`src/sevh_pkg.sv`:
```
`default_nettype none

package sevh_pkg;

  localparam int unsigned CNT_W = 32;
  localparam logic [CNT_W-1:0] CNT_MAX = {CNT_W{1'b1}};

  typedef enum logic [2:0] {
    ACT_RECORD = 3'd0,
    ACT_CREATE = 3'd1,
    ACT_COUNT  = 3'd2,
    ACT_READ   = 3'd3,
    ACT_CLEAR  = 3'd4
  } action_e;

  typedef enum logic [1:0] {
    STATUS_OK   = 2'd0,
    STATUS_MISS = 2'd1,
    STATUS_FULL = 2'd2
  } status_e;

  typedef struct packed {
    logic [2:0]         action;
    logic signed [31:0] sample_key;
    logic [5:0]         slot_index;
  } in_t;

  typedef struct packed {
    logic [1:0]         status;
    logic signed [31:0] key_out;
    logic [31:0]        count_out;
    logic [6:0]         buckets_used;
  } out_t;

  // Broadcast control from the sequencer to every cell of the chain.
  typedef struct packed {
    logic cmp_en;   // register compare and select flags
    logic is_read;  // select by position instead of by key
    logic upd_en;   // apply the update for this item
    logic ins_en;   // insert the broadcast key at its sorted slot
    logic ins_one;  // inserted bucket starts at one, else zero
    logic inc_en;   // add one to the selected bucket, saturating
  } cell_ctl_t;

endpackage

`default_nettype wire

```
`src/sevh_cell.sv`:
```
`default_nettype none

module sevh_cell import sevh_pkg::*; #(
  parameter int unsigned KEY_BITS = 32,
  parameter int unsigned USED_W   = 7,
  parameter int unsigned IDX      = 0
) (
  input  logic                       clk_i,
  input  logic                       rst_ni,
  input  cell_ctl_t                  ctl_i,
  input  logic signed [KEY_BITS-1:0] key_i,
  input  logic [5:0]                 slot_i,
  input  logic [USED_W-1:0]          used_i,
  input  logic signed [KEY_BITS-1:0] prev_key_i,
  input  logic [CNT_W-1:0]           prev_cnt_i,
  input  logic                       prev_gt_i,
  input  logic                       prev_occ_i,
  output logic signed [KEY_BITS-1:0] key_o,
  output logic [CNT_W-1:0]           cnt_o,
  output logic                       gt_o,
  output logic                       occ_o,
  output logic                       sel_o
);

  logic signed [KEY_BITS-1:0] key_q;
  logic [CNT_W-1:0]           cnt_q;
  logic                       gt_q, sel_q;
  logic                       occ, here;

  assign occ = (32'(used_i) > 32'(IDX));
  // First slot holding a larger key, or the first free slot.
  assign here = (gt_q || !occ) && prev_occ_i && !prev_gt_i;

  always_ff @(posedge clk_i or negedge rst_ni) begin
    if (!rst_ni) begin
      gt_q  <= 1'b0;
      sel_q <= 1'b0;
    end else if (ctl_i.cmp_en) begin
      gt_q <= occ && (key_q > key_i);
      if (ctl_i.is_read) begin
        sel_q <= occ && (32'(slot_i) == 32'(IDX));
      end else begin
        sel_q <= occ && (key_q == key_i);
      end
    end
  end

  always_ff @(posedge clk_i) begin
    if (ctl_i.upd_en) begin
      if (ctl_i.ins_en) begin
        if (prev_gt_i) begin
          // shift up to make room
          key_q <= prev_key_i;
          cnt_q <= prev_cnt_i;
        end else if (here) begin
          key_q <= key_i;
          cnt_q <= ctl_i.ins_one ? CNT_W'(1) : '0;
        end
      end else if (ctl_i.inc_en && sel_q && (cnt_q != CNT_MAX)) begin
        cnt_q <= cnt_q + CNT_W'(1);
      end
    end
  end

  assign key_o = key_q;
  assign cnt_o = cnt_q;
  assign gt_o  = gt_q;
  assign occ_o = occ;
  assign sel_o = sel_q;

endmodule

`default_nettype wire

```
`config.mk`:
```
export PLATFORM = sky130hd
export DESIGN_NAME = sevh_cell
export DESIGN_NICKNAME = d
export VERILOG_FILES = /design/src/sevh_pkg.sv /design/src/sevh_cell.sv
export SDC_FILE = /design/constraint.sdc
export NUM_CORES = 1
export LEC_CHECK = 0
export BUFFER_PORTS_ARGS = -buffer_cell sky130_fd_sc_hd__buf_4
export CORE_ASPECT_RATIO = 0.75
export CORE_MARGIN = 4
export CORE_UTILIZATION = 45
export DETAILED_ROUTE_END_ITERATION = 8
export PLACE_DENSITY = 0.81
export SYNTH_ARGS = -nofsm -noshare
export SYNTH_HDL_FRONTEND = slang
export SYNTH_SLANG_ARGS = --single-unit
```
`constraint.sdc`:
```
create_clock -name clk_i -period 5.1 [get_ports clk_i]
set_input_delay 0.51 -clock clk_i [delete_from_list [all_inputs] [get_ports clk_i]]
set_output_delay 0.51 -clock clk_i [all_outputs]
set_load 0.005 [all_outputs]
```
==> flow_metrics.env, run 1 <==
export IMPL_status="finished clean"
export IMPL_r2r_slack_ns=2.60
export IMPL_fmax_mhz=371
export IMPL_rows=30
export IMPL_syn_to_final_growth_pct=42.7
export IMPL_crit_fanout=33
export IMPL_cts_tree="yes"
export IMPL_seqCellArea_um2=1970
export IMPL_vias_per_cell=5.28
export IMPL_detail_route_wl_per_cell_um=16.5
export IMPL_ys_seq_elements=66
export IMPL_slew_viol_final=0
export IMPL_cts_path_max_buffers=2
export IMPL_clock_skew_ns=0.00772
export IMPL_setup_viol_count_final=0
export IMPL_die_area_um2=10800
export IMPL_clk_pin_slew_worst_paths_ns=0.06
export IMPL_yosysMostFrequentCell="nand2_1"
export IMPL_synth_top_area_share_pct=46.3
export IMPL_coreArea_um2=9010
export IMPL_dr_total_vias=3833
export IMPL_drv_cap=0
export IMPL_fin_cells=726
export IMPL_grt_start_max_net_pins=67
export IMPL_yosysTopAreaCell="edfxtp_1"
export IMPL_start_kind="input port"
export IMPL_met1_usage_pct=28.5
export IMPL_cts_made_buffers=9
export IMPL_fp_dieH_um=91.2
export IMPL_synth_top_family_by_area="simple AND/OR/NAND/NOR gates"
export IMPL_gp_congestion=0.815
export IMPL_tightest_slew_ns=1.12
export IMPL_grt_met3_usage_pct=5.48
export IMPL_drive_gt1_share_pct=34.5
export IMPL_grt_busiest_layer="met2"
export IMPL_io_buffers=185
export IMPL_hold_path_end="cnt_o[24]$_DFFE_PP_"
export IMPL_reg2reg_depth=6
export IMPL_powerDensity_nw_per_um2=248
export IMPL_required_ns=5.11
export IMPL_period_needed_ns=2.70
export IMPL_io_pin_count=186
export IMPL_ys_warn_count=0
export IMPL_min_delay_start="prev_cnt_i[24]"
export IMPL_netlist_top_cells_area="edfxtp_1, ha_1, nand2_1, o21ai_0, xor2_1"
export IMPL_synth_fa_ha_area_share_pct=9.94
export IMPL_cts_max_level=3
export IMPL_grt_pass1_wl_um=19100
export IMPL_synth_avg_cell_area_um2=9.75
export IMPL_dr_pass1_iters=5
export IMPL_relSlewSlack_pct=25.5
export IMPL_ys_types=44
export IMPL_hold_violations=0
export IMPL_syn_nets=578
export IMPL_hold_path_depth=3
export IMPL_yosysSeqAreaShare_pct=47.5
export IMPL_syn_area_um2=4150
export IMPL_die_w_um=119
export IMPL_synth_enable_flop_cells=64
export IMPL_hold_class="in -> reg"
export IMPL_clock_sinks=66
export IMPL_antenna_found_initial=0
export IMPL_place_inst=710
export IMPL_n_antenna_cell=0
export IMPL_critPathCaptureType="flip-flop"
export IMPL_drtIter0Drc=304
export IMPL_path_class="in -> reg"
export IMPL_layout_nets=762
export IMPL_ant_nets=0
export IMPL_rsz0062_at_grt="false"
export IMPL_clk_latency_ns=0.33
export IMPL_routed_wl_um=12000
export IMPL_dpl_hpwl_um=9340
export IMPL_ys_async_sr_fraction_pct=3.03
export IMPL_multi_input_area_um2=1980
export IMPL_synth_compound_area_share_pct=12.4
export IMPL_fillers=720
export IMPL_finalSetupTns_ns=0
export IMPL_ctsResizeCount=0
export IMPL_globalRouteMet2Util_pct=36.5
export IMPL_synth_commonest_cells="nand2_1, edfxtp_1, o21ai_0"
export IMPL_ir_drop_uv=167
export IMPL_synthCells=426
export IMPL_min_period_over_period_pct=52.9
export IMPL_overflow=0
export IMPL_reg2reg_to="cnt_o[11]$_DFFE_PP_"
export IMPL_start_util_pct=46.1
export IMPL_synth_xor_area_share_pct=6.33
export IMPL_worstPathArrival_ns=2.70
export IMPL_ys_dominant_reg_cell="edfxtp_1"
export IMPL_grtUsageTotal_pct=22.1
export IMPL_first_global_vias=3749
export IMPL_reg2reg_from="cnt_o[0]$_DFFE_PP_"
export IMPL_yosys_area_share_simple_pct=18.3
export IMPL_p_leak_nw=2.64
export IMPL_drc_errors=0
export IMPL_clockRootBuffer="clkbuf_16"
export IMPL_synthMuxAreaShare_pct=0.753
-- layout make-up --
type | count | area share, %
Clock inverter | 4 | 0.739
Multi-Input combinational cell | 307 | 33.5
Sequential cell | 66 | 33.3
Clock buffer | 11 | 3.93
Timing Repair Buffer | 188 | 23.8
Inverter | 38 | 2.41
Tap cell | 112 | 2.36
-- cells in the final DEF, fill, tap and decap left out, types with 2 or more instances in the layout --
cell / count
inv_1: 38
a21oi_1: 14
and3_1: 3
o21ai_2: 3
nor4_1: 4
and4_1: 3
xnor2_1: 7
edfxtp_1: 64
clkbuf_1: 2
o21ai_1: 6
and2_1: 2
clkinv_2: 2
nor2b_1: 2
buf_4: 187
nand4_4: 3
clkbuf_16: 9
ha_1: 33
nor3_4: 2
dfrtp_1: 2
nor3_1: 3
o21ai_0: 56
xor2_1: 23
nand2_1: 83
nand4_1: 12
mux2i_1: 2
nand3_1: 16
nor2_1: 11
-- critical path, cell delays in order --
cell	delay, ns
buf_4	0.11
nor4_1	0.25
nand2_1	0.12
a21boi_0	0.18
o211a_1	0.16
buf_4	0.40
a41o_1	0.58
buf_4	0.39
-- stage by stage --
stage                     cell area (um^2)  util, %  hold slack [ns]  power, mW  setup slack (ns)
final                                 5930     65.8            0.453       1.47              2.40
after global routing                  5930     65.8            0.446       1.54              2.18
after CTS                             5930     65.8            0.444       1.49              2.40
after detailed placement              5640     62.6            0.296      0.897              2.05
after global placement                5640     62.6            0.293      0.887              2.10
after floorplan                       4150        -            0.214      0.759              2.04
-- report_power, final --
part	total (mW)	internal (mW)	switching, mW	leakage [nW]
sequential	0.651	0.629	0.0225	0.623
combinational	0.237	0.129	0.108	1.88
clock	0.584	0.372	0.212	0.137
-- worst max path at each step --
stage          startpoint                  end  cells past startpoint
6_report        used_i[3]  cnt_o[11]$_DFFE_PP_                      8
5_1_grt         used_i[3]   cnt_o[4]$_DFFE_PP_                      8
4_1_cts         used_i[3]  cnt_o[10]$_DFFE_PP_                      8
3_5_place_dp    used_i[3]  cnt_o[10]$_DFFE_PP_                      8
3_3_place_gp    used_i[3]  cnt_o[10]$_DFFE_PP_                      8
2_1_floorplan   used_i[3]   cnt_o[0]$_DFFE_PP_                      5
-- sequential cells by signal, summed over array words and instances (netlist names) --
register / count
key_o: 32
cnt_o: 32
sel_o: 1
gt_o: 1
-- metal layers --
| metal | routed length [um] | vias to the layer above |
|---|---|---|
| li1 | - | 1882 |
| met1 | 5090 | 1805 |
| met3 | 787 | 12 |
| met2 | 5940 | 134 |
| met4 | 166 | 0 |
| met5 | 0 | - |
-- repair_timing --
item | in CTS | in global routing
hold buffers | 1 | 0
buffers inserted | 0 | 0
endpoints found under the hold margin | 2 | 0
-- cells by family after synthesis --
logic type / after synthesis
XOR/XNOR: 30
AND/OR/NAND/NOR: 149
buffers and inverters: 53
adder cells (fa/ha/maj): 33
flip-flops: 66
multiplexers: 3
AO/OA/AOI/OAI: 92
Note: power is estimated with default switching activity, not from simulation.
==> run 2, diff against run 1 <==
--- a/config.mk
+++ b/config.mk
@@ -5,10 +5,11 @@
 export SDC_FILE = /design/constraint.sdc
 export NUM_CORES = 1
 export LEC_CHECK = 0
+export ABC_AREA = 1
 export BUFFER_PORTS_ARGS = -buffer_cell sky130_fd_sc_hd__buf_4
 export CORE_ASPECT_RATIO = 0.75
 export CORE_MARGIN = 4
-export CORE_UTILIZATION = 45
+export CORE_UTILIZATION = 44
 export DETAILED_ROUTE_END_ITERATION = 8
 export PLACE_DENSITY = 0.81
 export SYNTH_ARGS = -nofsm -noshare
==> constraint.sdc (replaced) <==
create_clock -name clk_i -period 2.3 [get_ports clk_i]
set_input_delay 0.23 -clock clk_i [delete_from_list [all_inputs] [get_ports clk_i]]
set_output_delay 0.23 -clock clk_i [all_outputs]
set_load 0.005 [all_outputs]
==> flow_metrics.env, run 2 <==
export IMPL_grt_start_max_net_pins=35
export IMPL_path_delay_family="simple AND/OR/NAND/NOR gates"
export IMPL_clk_latency_ns=0.33
export IMPL_path_class="reg -> reg"
export IMPL_io_pin_count=186
export IMPL_synth_enable_flop_cells=64
export IMPL_antenna_found_initial=0
export IMPL_ant_nets=0
export IMPL_n_antenna_cell=0
export IMPL_dr_pass1_iters=6
export IMPL_synthCells=531
export IMPL_rsz0062_at_grt="false"
export IMPL_tightest_slew_ns=0.423
export IMPL_netlist_top_cells_area="edfxtp_1, nand2_1, ha_1, inv_1, o21ai_0"
export IMPL_seq_power_share_pct=43.3
export IMPL_fp_dieH_um=94.9
export IMPL_power_switching_mw=0.813
export IMPL_seqCellArea_um2=1970
export IMPL_rows=31
export IMPL_die_w_um=124
export IMPL_powerDensity_nw_per_um2=530
export IMPL_final_cell_mix="buf_4, nand2_1, edfxtp_1"
export IMPL_drv_cap=0
export IMPL_slew_viol_final=0
export IMPL_min_period_over_period_pct=88.7
export IMPL_ctsResizeCount=0
export IMPL_fillers=838
export IMPL_critPathCaptureType="flip-flop"
export IMPL_yosysSeqAreaShare_pct=44.5
export IMPL_critPathBufInv=2
export IMPL_cts_tree="yes"
export IMPL_start_kind="flip-flop"
export IMPL_clock_sinks=66
export IMPL_drtIter0Drc=255
export IMPL_required_ns=2.37
export IMPL_setup_slack_ns=0.260
export IMPL_dpl_hpwl_um=11000
export IMPL_fmax_mhz=490
export IMPL_ys_async_sr_fraction_pct=3.03
export IMPL_layout_nets=872
export IMPL_synth_avg_cell_area_um2=8.34
export IMPL_dr_total_vias=4346
export IMPL_setup_viol_count_final=0
export IMPL_detail_route_wl_per_cell_um=15.9
export IMPL_fin_area_um2=6320
export IMPL_die_area_um2=11700
export IMPL_hold_violations=0
export IMPL_first_global_vias=4334
export IMPL_comb_power_share_pct=17.6
export IMPL_cp_cell_sequence="inv_1 > nor3_1 > nand2_1 > nor2_2 > nand2_1 > a31oi_2 > nor3b_4 > buf_12"
export IMPL_grtUsageTotal_pct=23.6
export IMPL_yosysTopAreaCell="edfxtp_1"
export IMPL_clock_skew_ns=0.00913
export IMPL_synth_commonest_cells="nand2_1, edfxtp_1, inv_1"
export IMPL_critPathMostFrequentCell="nand2_1"
export IMPL_multi_input_area_um2=2200
export IMPL_final_common_cell="buf_4"
export IMPL_syn_area_um2=4430
export IMPL_ys_seq_elements=66
export IMPL_overflow=0
export IMPL_routed_wl_um=13700
export IMPL_ys_dominant_reg_cell="edfxtp_1"
export IMPL_crit_fanout=32
export IMPL_hold_class="in -> reg"
export IMPL_yosysMostFrequentCell="nand2_1"
export IMPL_clk_pin_slew_worst_paths_ns=0.05
export IMPL_cts_max_level=3
export IMPL_relSlewSlack_pct=71.5
export IMPL_period_needed_ns=2.04
export IMPL_drive_gt1_share_pct=30.2
export IMPL_clockRootBuffer="clkbuf_16"
export IMPL_pwr_share_clk_pct=39.1
export IMPL_synth_top_area_share_pct=43.4
export IMPL_p_leak_nw=2.97
export IMPL_coreArea_um2=9740
export IMPL_ys_warn_count=0
export IMPL_grt_pass1_wl_um=21400
export IMPL_worstPathArrival_ns=2.11
export IMPL_io_buffers=185
export IMPL_syn_to_final_growth_pct=42.8
export IMPL_status="finished clean"
export IMPL_gp_congestion=0.939
export IMPL_ir_drop_uv=440
export IMPL_critPathSlowestCell="edfxtp_1"
export IMPL_vias_per_cell=5.07
export IMPL_cts_made_buffers=9
export IMPL_critPathMaxStageDelay_ns=0.40
export IMPL_ys_types=33
export IMPL_cts_path_max_buffers=2
export IMPL_dp_slack_ns=0.289
export IMPL_start_util_pct=45.5
export IMPL_p_sw_share_pct=24.3
export IMPL_drc_errors=0
export IMPL_intPower_mw=2.54
export IMPL_syn_nets=683
export IMPL_place_area_um2=6030
==> run 2: metrics by stage <==
step	TNS, ns	hold WS (ns)	power [mW]	util [%]	cells
4_1_cts	0	0.148	3.37	64.9	857
6_report	0	0.163	3.35	64.9	857
2_1_floorplan	-2.94	-0.0656	1.73	-	531
3_5_place_dp	0	0.0139	2.06	62.0	840
5_1_grt	0	0.171	3.49	64.9	857
3_3_place_gp	0	0.0121	2.04	62.0	840
==> run 2: what timing repair did <==
item                                   in CTS  in global routing
setup buffers                               0                  0
endpoints found under the hold margin       2                  0
hold buffers                                1                  0
==> run 2: cells by family (layout without fill, tap and decap cells) <==
logic type               count (synthesis)  after routing  share of synthesized area (%)
buffers and inverters                   77            271                           6.58
adder cells (fa/ha/maj)                 33             33                           9.32
AO/OA/AOI/OAI                           78             78                           10.1
XOR/XNOR                                25             25                           4.94
AND/OR/NAND/NOR                        252            252                           24.5
flip-flops                              66             66                           44.5
==> run 2: path summary, 6_finish.rpt <==
| kind | to | slack [ns] | cells past startpoint | startpoint |
|---|---|---|---|---|
| max in group asynchronous | sel_o$_DFFE_PN0P_ | 1.97 | 2 | rst_ni |
| max | cnt_o[0]$_DFFE_PP_ | 0.26 | 8 | cnt_o[13]$_DFFE_PP_ |
| min | sel_o$_DFFE_PN0P_ | 0.16 | 3 | ctl_i[5] |
| max reg2reg | cnt_o[0]$_DFFE_PP_ | 0.26 | 8 | cnt_o[13]$_DFFE_PP_ |
| min in group asynchronous | gt_o$_DFFE_PN0P_ | 0.25 | 2 | rst_ni |
| min reg2reg | gt_o$_DFFE_PN0P_ | 0.53 | 2 | gt_o$_DFFE_PN0P_ |
==> run 2: cell type report <==
type | instances | share of cell area [%]
Inverter | 64 | 3.80
Tap cell | 132 | 2.61
Clock buffer | 12 | 3.74
Multi-Input combinational cell | 388 | 34.9
Sequential cell | 66 | 31.2
Timing Repair Buffer | 191 | 23.1
Clock inverter | 4 | 0.673
==> run 2: power by group through the flow <==
| stage | Combinational, mW | Clock [mW] | Sequential (mW) |
|---|---|---|---|
| 6_report | 0.589 | 1.31 | 1.45 |
| 5_1_grt | 0.661 | 1.38 | 1.46 |
| 2_1_floorplan | 0.263 | 0 | 1.47 |
| 3_3_place_gp | 0.570 | 0 | 1.47 |
| 3_5_place_dp | 0.587 | 0 | 1.47 |
| 4_1_cts | 0.593 | 1.33 | 1.45 |
==> run 2: worst reg2reg max path: cells and delay by family, from the launching register on <==
kind / cells / cell delay (ns)
DFF: 1 / 0.40
AOI/OAI and AO/OA: 1 / 0.24
buffers and inverters: 2 / 0.28
and+or+nand+nor: 5 / 0.84
==> run 2: layer usage <==
layer | GRT usage [%] | wire length [um]
met1 | 32.2 | 6130
met3 | 5.03 | 988
met4 | 6.54 | 165
met2 | 38.0 | 6380
met5 | 0 | 0
